===== src/hdl/i2cm_pkg.sv =====
// Package for the I2C master bit engine: item types, command codes, slot
// constants and the engine state record. No dependencies.
package i2cm_pkg;

    // Command codes carried in the op field
    typedef enum logic [1:0] {
        OP_START = 2'd0,
        OP_STOP  = 2'd1,
        OP_WRITE = 2'd2,
        OP_READ  = 2'd3
    } t_op;

    // Position inside one bit cell (three slots per data bit)
    typedef enum logic [1:0] {
        PH_FIRST  = 2'd0,
        PH_SECOND = 2'd1,
        PH_THIRD  = 2'd2
    } t_phase;

    localparam int SLOT_W = 5;

    // Slot landmarks of the byte sequences
    localparam logic [SLOT_W-1:0] SLOT_FIRST    = 5'd0;
    localparam logic [SLOT_W-1:0] SLOT_ONE      = 5'd1;
    localparam logic [SLOT_W-1:0] SLOT_TWO      = 5'd2;
    localparam logic [SLOT_W-1:0] SLOT_COND_END = 5'd3;
    localparam logic [SLOT_W-1:0] SLOT_BITS_END = 5'd24;
    localparam logic [SLOT_W-1:0] SLOT_RELEASE  = 5'd25;
    localparam logic [SLOT_W-1:0] SLOT_ACK_A    = 5'd26;
    localparam logic [SLOT_W-1:0] SLOT_ACK_B    = 5'd27;
    localparam logic [SLOT_W-1:0] SLOT_ACK_C    = 5'd28;

    // Kind codes
    localparam logic KIND_TICK = 1'b0;
    localparam logic KIND_CMD  = 1'b1;

    // One input item
    typedef struct packed {
        logic       kind;
        logic [1:0] op;
        logic [7:0] tx_byte;
        logic       give_ack;
        logic       sda_in;
    } t_in_item;

    // One result item
    typedef struct packed {
        logic       scl;
        logic       sda;
        logic       busy_res;
        logic       done_res;
        logic [7:0] rx_byte;
        logic       ack_seen;
        logic       rejected;
    } t_res_item;

    // Engine state carried between items
    typedef struct packed {
        t_op               operation;
        logic [SLOT_W-1:0] slot;
        t_phase            phase;
        logic              active;
        logic [7:0]        shift_byte;
        logic              ack_choice;
        logic              ack_bit;
        logic              clock_level;
        logic              data_level;
        logic [7:0]        rx_hold;
    } t_state;

endpackage


===== src/hdl/i2cm_if.sv =====
// Valid/ready channels of the I2C master bit engine.
// Depends on i2cm_pkg for the item types.
interface i2cm_in_if;
    logic                valid;
    logic                ready;
    i2cm_pkg::t_in_item  data;

    modport source (output valid, output data, input ready);
    modport sink   (input valid, input data, output ready);
endinterface

interface i2cm_res_if;
    logic                valid;
    logic                ready;
    i2cm_pkg::t_res_item data;

    modport source (output valid, output data, input ready);
    modport sink   (input valid, input data, output ready);
endinterface


===== src/hdl/i2cm_step.sv =====
// Next-state logic of the I2C master bit engine: one item against the
// current state gives the next state and the result item. Uses i2cm_pkg.
module i2cm_step (
    input  i2cm_pkg::t_state    i_state,
    input  i2cm_pkg::t_in_item  i_item,
    output i2cm_pkg::t_state    o_state,
    output i2cm_pkg::t_res_item o_res
);

    i2cm_pkg::t_state n_state;
    logic             n_last;
    logic             n_done;
    logic             n_rej;

    always_comb begin
        n_state = i_state;
        n_last  = 1'b0;
        n_done  = 1'b0;
        n_rej   = 1'b0;

        if (i_item.kind == i2cm_pkg::KIND_CMD) begin
            // command: drop while busy, else load a new sequence
            if (i_state.active) begin
                n_rej = 1'b1;
            end else begin
                n_state.operation  = i2cm_pkg::t_op'(i_item.op);
                n_state.shift_byte = i_item.tx_byte;
                n_state.ack_choice = i_item.give_ack;
                n_state.slot       = i2cm_pkg::SLOT_FIRST;
                n_state.phase      = i2cm_pkg::PH_FIRST;
                n_state.active     = 1'b1;
            end
        end else if (i_state.active) begin
            // tick: apply the pin state of the current slot
            unique case (i_state.operation)
                i2cm_pkg::OP_START: begin
                    if (i_state.slot == i2cm_pkg::SLOT_FIRST) n_state.data_level = 1'b1;
                    else if (i_state.slot == i2cm_pkg::SLOT_ONE) n_state.clock_level = 1'b1;
                    else if (i_state.slot == i2cm_pkg::SLOT_TWO) n_state.data_level = 1'b0;
                    else n_state.clock_level = 1'b0;
                    n_last = (i_state.slot >= i2cm_pkg::SLOT_COND_END);
                end
                i2cm_pkg::OP_STOP: begin
                    if (i_state.slot == i2cm_pkg::SLOT_FIRST) n_state.clock_level = 1'b0;
                    else if (i_state.slot == i2cm_pkg::SLOT_ONE) n_state.data_level = 1'b0;
                    else if (i_state.slot == i2cm_pkg::SLOT_TWO) n_state.clock_level = 1'b1;
                    else n_state.data_level = 1'b1;
                    n_last = (i_state.slot >= i2cm_pkg::SLOT_COND_END);
                end
                i2cm_pkg::OP_WRITE: begin
                    if (i_state.slot == i2cm_pkg::SLOT_FIRST) begin
                        n_state.data_level = 1'b1;
                    end else if (i_state.slot <= i2cm_pkg::SLOT_BITS_END) begin
                        unique case (i_state.phase)
                            i2cm_pkg::PH_FIRST: begin
                                // present next bit, MSB first
                                n_state.data_level = i_state.shift_byte[7];
                                n_state.shift_byte = {i_state.shift_byte[6:0], 1'b0};
                            end
                            i2cm_pkg::PH_SECOND: n_state.clock_level = 1'b1;
                            default:             n_state.clock_level = 1'b0;
                        endcase
                    end else if (i_state.slot == i2cm_pkg::SLOT_RELEASE) begin
                        n_state.data_level = 1'b1;
                    end else if (i_state.slot == i2cm_pkg::SLOT_ACK_A) begin
                        n_state.clock_level = 1'b1;
                        n_state.ack_bit     = i_item.sda_in;
                    end else begin
                        n_state.clock_level = 1'b0;
                    end
                    n_last = (i_state.slot >= i2cm_pkg::SLOT_ACK_B);
                end
                default: begin
                    // read byte
                    if (i_state.slot == i2cm_pkg::SLOT_FIRST) begin
                        n_state.data_level = 1'b1;
                    end else if (i_state.slot <= i2cm_pkg::SLOT_BITS_END) begin
                        if (i_state.phase == i2cm_pkg::PH_FIRST) begin
                            n_state.clock_level = 1'b1;
                            n_state.shift_byte  = {i_state.shift_byte[6:0], i_item.sda_in};
                        end else if (i_state.phase == i2cm_pkg::PH_THIRD) begin
                            n_state.clock_level = 1'b0;
                        end
                    end else if (i_state.slot == i2cm_pkg::SLOT_RELEASE) begin
                        n_state.data_level = 1'b1;
                    end else if (i_state.ack_choice) begin
                        // drive ACK low for one clock
                        if (i_state.slot == i2cm_pkg::SLOT_ACK_A) n_state.data_level = 1'b0;
                        else if (i_state.slot == i2cm_pkg::SLOT_ACK_B) n_state.clock_level = 1'b1;
                        else n_state.clock_level = 1'b0;
                        n_last = (i_state.slot >= i2cm_pkg::SLOT_ACK_C);
                    end else begin
                        // NACK: SDA stays released
                        if (i_state.slot == i2cm_pkg::SLOT_ACK_A) n_state.clock_level = 1'b1;
                        else n_state.clock_level = 1'b0;
                        n_last = (i_state.slot >= i2cm_pkg::SLOT_ACK_B);
                    end
                end
            endcase

            // finish or step to the next slot
            if (n_last) begin
                n_state.active = 1'b0;
                n_done         = 1'b1;
                if (i_state.operation == i2cm_pkg::OP_READ) begin
                    n_state.rx_hold = n_state.shift_byte;
                end
            end else begin
                n_state.slot = i_state.slot + 1'b1;
                if (i_state.slot == i2cm_pkg::SLOT_FIRST ||
                    i_state.phase == i2cm_pkg::PH_THIRD) begin
                    n_state.phase = i2cm_pkg::PH_FIRST;
                end else if (i_state.phase == i2cm_pkg::PH_FIRST) begin
                    n_state.phase = i2cm_pkg::PH_SECOND;
                end else begin
                    n_state.phase = i2cm_pkg::PH_THIRD;
                end
            end
        end
    end

    assign o_state = n_state;

    // result reflects the state after this item
    always_comb begin
        o_res.scl      = n_state.clock_level;
        o_res.sda      = n_state.data_level;
        o_res.busy_res = n_state.active;
        o_res.done_res = n_done;
        o_res.rx_byte  = n_state.rx_hold;
        o_res.ack_seen = n_state.ack_bit;
        o_res.rejected = n_rej;
    end

endmodule


===== src/hdl/i2c_master_bit_engine.sv =====
// Top level of the I2C master bit engine: state register, result register
// and handshakes. Depends on i2cm_pkg, i2cm_if and i2cm_step.
//
//  channel  dir  modport  payload      meaning
//  i_in     in   sink     t_in_item    tick or command item
//  o_out    out  source   t_res_item   pins and status after each item
//
// One result per item, the cycle after acceptance. An item is taken every
// cycle; the only limit is the result register, which frees up in the same
// cycle its item is taken by the sink. Synchronous active-low reset puts the
// pins released, the engine idle and the result register empty. A stall on
// o_out holds the result and stops intake until the sink takes it.
module i2c_master_bit_engine (
    input  logic               i_clk,
    input  logic               i_rst_n,
    i2cm_in_if.sink            i_in,
    i2cm_res_if.source         o_out
);

    i2cm_pkg::t_state    r_state;
    i2cm_pkg::t_state    n_state;
    i2cm_pkg::t_res_item r_res;
    i2cm_pkg::t_res_item n_res;
    logic                r_out_valid;
    logic                n_accept;

    // intake is open whenever the result register is free or draining
    assign i_in.ready = !r_out_valid || o_out.ready;
    assign n_accept   = i_in.valid && i_in.ready;

    i2cm_step u_step (
        .i_state (r_state),
        .i_item  (i_in.data),
        .o_state (n_state),
        .o_res   (n_res)
    );

    // engine state
    always_ff @(posedge i_clk) begin
        if (!i_rst_n) begin
            r_state.operation   <= i2cm_pkg::OP_START;
            r_state.slot        <= i2cm_pkg::SLOT_FIRST;
            r_state.phase       <= i2cm_pkg::PH_FIRST;
            r_state.active      <= 1'b0;
            r_state.shift_byte  <= 8'd0;
            r_state.ack_choice  <= 1'b0;
            r_state.ack_bit     <= 1'b1;
            r_state.clock_level <= 1'b1;
            r_state.data_level  <= 1'b1;
            r_state.rx_hold     <= 8'd0;
        end else if (n_accept) begin
            r_state <= n_state;
        end
    end

    // result register
    always_ff @(posedge i_clk) begin
        if (!i_rst_n) begin
            r_out_valid <= 1'b0;
        end else if (n_accept) begin
            r_out_valid <= 1'b1;
        end else if (o_out.ready) begin
            r_out_valid <= 1'b0;
        end
    end

    always_ff @(posedge i_clk) begin
        if (n_accept) begin
            r_res <= n_res;
        end
    end

    assign o_out.valid = r_out_valid;
    assign o_out.data  = r_res;

    // a dropped command only happens while a sequence runs
    a_rej_busy: assert property (@(posedge i_clk) disable iff (!i_rst_n)
        (r_out_valid && r_res.rejected) |-> r_res.busy_res)
        else $error("rejected item without busy");

    // completion leaves the engine idle
    a_done_idle: assert property (@(posedge i_clk) disable iff (!i_rst_n)
        (r_out_valid && r_res.done_res) |-> (!r_res.busy_res && !r_state.active))
        else $error("done while still busy");

    // slot counter never runs past the longest sequence
    a_slot_range: assert property (@(posedge i_clk) disable iff (!i_rst_n)
        r_state.active |-> (r_state.slot <= i2cm_pkg::SLOT_ACK_C))
        else $error("slot index out of range");

    // a stalled result is not overwritten
    a_hold: assert property (@(posedge i_clk) disable iff (!i_rst_n)
        (r_out_valid && !o_out.ready) |=> (r_out_valid && $stable(r_res)))
        else $error("stalled result changed");

endmodule

===== src/flat_wrapper.sv =====
// flat-port wrapper written by rule: the top's interface ports become plain ports
module i2c_master_bit_engine_flat 
  (i_clk, i_rst_n, i_in_valid, i_in_data, i_in_ready, o_out_valid, o_out_data, o_out_ready);
  i2cm_in_if i_in_i ();
  i2cm_res_if o_out_i ();
  input  logic i_clk;
  input  logic i_rst_n;
  input wire logic [$bits(i_in_i.valid)-1:0] i_in_valid;
  input wire logic [$bits(i_in_i.data)-1:0] i_in_data;
  output wire logic [$bits(i_in_i.ready)-1:0] i_in_ready;
  output wire logic [$bits(o_out_i.valid)-1:0] o_out_valid;
  output wire logic [$bits(o_out_i.data)-1:0] o_out_data;
  input wire logic [$bits(o_out_i.ready)-1:0] o_out_ready;
  assign i_in_i.valid = i_in_valid;
  assign i_in_i.data = i_in_data;
  assign i_in_ready = i_in_i.ready;
  assign o_out_valid = o_out_i.valid;
  assign o_out_data = o_out_i.data;
  assign o_out_i.ready = o_out_ready;
  i2c_master_bit_engine u_core (.i_clk(i_clk), .i_rst_n(i_rst_n), .i_in(i_in_i), .o_out(o_out_i));
endmodule

===== config.mk =====
export PLATFORM = sky130hd
export DESIGN_NAME = i2c_master_bit_engine_flat
export DESIGN_NICKNAME = d
export VERILOG_FILES = /design/src/hdl/i2cm_pkg.sv /design/src/hdl/i2cm_if.sv /design/src/hdl/i2cm_step.sv /design/src/hdl/i2c_master_bit_engine.sv /design/src/flat_wrapper.sv
export SDC_FILE = /design/constraint.sdc
export NUM_CORES = 1
export LEC_CHECK = 0
export ABC_CLOCK_PERIOD_IN_PS = 6750
export BUFFER_PORTS_ARGS = -buffer_cell sky130_fd_sc_hd__clkbuf_2
export CAP_MARGIN = 30
export CELL_PAD_IN_SITES_DETAIL_PLACEMENT = 2
export CELL_PAD_IN_SITES_GLOBAL_PLACEMENT = 2
export CORE_ASPECT_RATIO = 0.5
export CORE_MARGIN = 1.5
export CORE_UTILIZATION = 38
export CTS_CLUSTER_DIAMETER = 100
export DETAILED_ROUTE_END_ITERATION = 8
export PLACE_DENSITY = 0.86
export REMOVE_ABC_BUFFERS = 1
export SLEW_MARGIN = 20
export SYNTH_ARGS = -nofsm -noshare
export SYNTH_HDL_FRONTEND = slang
export SYNTH_HIERARCHICAL = 1
export SYNTH_SLANG_ARGS = --single-unit

===== constraint.sdc =====
create_clock -name i_clk -period 6.75 [get_ports i_clk]
set_input_delay 1.35 -clock i_clk [delete_from_list [all_inputs] [get_ports i_clk]]
set_output_delay 1.35 -clock i_clk [all_outputs]
set_load 0.03 [all_outputs]

==> impl_metrics.toml <==
[yosys]
synth_edf_count = 14
ys_ff_latch = 45
synth_top_cell_by_area = "dfxtp_1"
netlist-cell-type-count = 46
synth_compound_area_share_pct = 16.04
synth_fa_ha_area_share_pct = 1.693
mappedNetlistArea_um2 = 2957
synthTopCellsByArea = "dfxtp_1 21%, edfxtp_1 14%, mux2i_1 14%"
synth-async-reset-ratio_pct = 0
synth_xor_xnor_area_share_pct = 0
yosys_warnings = 6
synthCells = 347
synth_top_family_by_area = "simple AND/OR/NAND/NOR gates"
synth_simple_gate_area_share_pct = 21.54
yosysMostFrequentCell = "nand2_1"
yosysSeqAreaShare_pct = 35.21
ys.flop_type = "dfxtp_1"
avgSynthCellArea_um2 = 8.520
synth_top_area_share_pct = 20.99
synth_common_cells = "77 x nand2_1, 42 x mux2i_1, 31 x dfxtp_1"
synthMuxAreaShare_pct = 15.36

[place]
port-buffer-count = 32
place_congestion = 0.8013
dp_hpwl_um = 5943
dpl_cell_area_um2 = 3009

[cts]
post_cts_resized = 0
post_cts.repair.setup_buffers = 0
numCtsBuffers = 5
clockBufferDepth = 2
postCtsHoldBufs = 0
htreeDepth = 2
cts_num_sinks = 45
cts-root-buf = "clkbuf_16"
cts_tree = "built"
path_clk_slew_ps = 70
worstSkewPairLatency_ps = 300

[worst_setup_path]
critPathMaxFanout = 6
critical-path-slowest-cell = "clkbuf_2"
end_kind = "primary output"
startpoint_type = "primary input"
crit_type = "in -> out"
critPathMostFrequentCell = "clkbuf_2"
slowest_delay_ps = 210
path_cells = "clkbuf_2 -> nand2b_4 -> clkbuf_2"
crit_required_ps = 5400
crit_arrival_ps = 1780

[timing]
setup_viol = 0
hold_viol = 0
min_period_over_period_pct = 46.40
rsz0062_at_grt = "no"
slew_viol_final = 0
fin_tns_setup_ps = 0
max_slew_margin_pct = 33.41
max_freq_mhz = 319.3
tightestPinTransition_ps = 998.8
finClkSkew_ps = 5.758
finalCriticalPeriod_ps = 3132

[worst_hold_path]
min_path_type = "reg -> reg"

[route]
vias = 2517
ant_nets = 0
drt-initial-drc-count = 120
drc_errors = 0
drt_wl_total_um = 8646
drt_pre_antenna_iters = 4
via_per_inst = 5.618
topRoutingLayerUsed = "met4"
wl_per_cell_um = 19.30
routed-wl-met2_um = 4112
met1Wirelength_um = 4083
wl_met3_um = 242

[die]
rows = 22
dieArea_um2 = 8351
core_area_um2 = 7432
pin_count = 33
die-height_um = 65.37
die_w_um = 127.7
start_util_pct = 39.78

[outcome]
status = "completed"

[global_routing]
grt_pass1_vias = 2721
grt_max_degree = 45
grt-ovfl-total = 0
grt_antenna_before_repair = 0
grt_usage_pct = 21.90
grt_pass1_wl_um = 13970

[finish]
drive_above_1_share_pct = 15.06
fin_area_um2 = 3188
area_growth_syn_to_layout_pct = 7.829
num_antenna_cells = 0
nNetsFinal = 372
fill_cells = 829

[job]
drv_cap = 0

[pwr]
p_per_area_nw_per_um2 = 211.4
peakVddDrop_v = 0.00009009
p_leak_nw = 1.248
routing by layer:
metal,GRT usage [%],vias to the layer above
met4,8.427,0
li1,-,1214
met2,38.84,44
met3,4.235,15
met1,26.66,1244
met5,0,-
critical path, delay by kind of cell:
family | cells | cell delay [ps]
buf+inv | 2 | 290
simple gates | 1 | 140
cells in the final DEF (no fill, tap or decap), types with 5 or more instances in the layout:
cell / count
mux2i_1: 42
a21oi_1: 14
nand2_1: 77
o21ai_0: 23
edfxtp_1: 14
o211ai_1: 13
inv_1: 10
clkbuf_2: 32
nor2_1: 12
nand2b_1: 9
dfxtp_1: 31
a211oi_1: 5
clkbuf_16: 5
nand3_1: 11
worst paths after layout:
path                                           end                from  slack (ps)  depth (start not counted)
worst max register to register  u_core/r_state[19]  u_core/r_state[23]        3870                          9
worst max-delay path                    i_in_ready         o_out_ready        3620                          3
worst min-delay path             u_core/r_state[4]   u_core/r_state[4]         470                          2
worst min register to register   u_core/r_state[4]   u_core/r_state[4]         470                          2
power breakdown:
group | leakage (nW) | internal, mW | switching [mW] | total [mW]
Combinational | 0.779 | 0.0310 | 0.0541 | 0.0851
Clock | 0.0808 | 0.174 | 0.112 | 0.286
Sequential | 0.388 | 0.290 | 0.0133 | 0.303
logic make-up (layout without fill, tap and decap cells):
| family | count (synthesis) | in the layout |
|---|---|---|
| compound gates | 73 | 73 |
| fa+ha+maj | 4 | 4 |
| buf+inv | 48 | 53 |
| flops | 45 | 45 |
| mux | 45 | 45 |
| simple gates | 132 | 132 |
sequential cells by signal, indices dropped and copies added, names as in the netlist:
| signal | flops |
|---|---|
| u_core/o_out.valid | 1 |
| u_core/r_state | 30 |
| u_core/o_out.data | 14 |
metrics by stage:
| stage | total power [mW] | hold slack (ps) | instances | utilization, % | worst slack, ps |
|---|---|---|---|---|---|
| floorplan | 0.3560 | 435.0 | 309 | - | 3871 |
| global placement | 0.3834 | 441.5 | 437 | 40.02 | 3517 |
| detailed placement | 0.3922 | 464.6 | 439 | 40.49 | 3284 |
| CTS | 0.6800 | 477.9 | 447 | 42.69 | 3615 |
| global route | 0.7000 | 502.8 | 448 | 42.90 | 3548 |
| finish | 0.6741 | 474.3 | 448 | 42.90 | 3618 |
layout make-up:
type                    instances  area (um^2)  area share, %
inverters                      10        37.54          1.177
flip-flops and latches         45         1041          32.65
well taps                      96        120.1          3.768
clock inverters                 2        35.03          1.099
clock buffers                   6        128.9          4.042
repair buffers                 35        210.2          6.593
multi-input cells             254         1615          50.67
(Power assumes the default switching activity.)
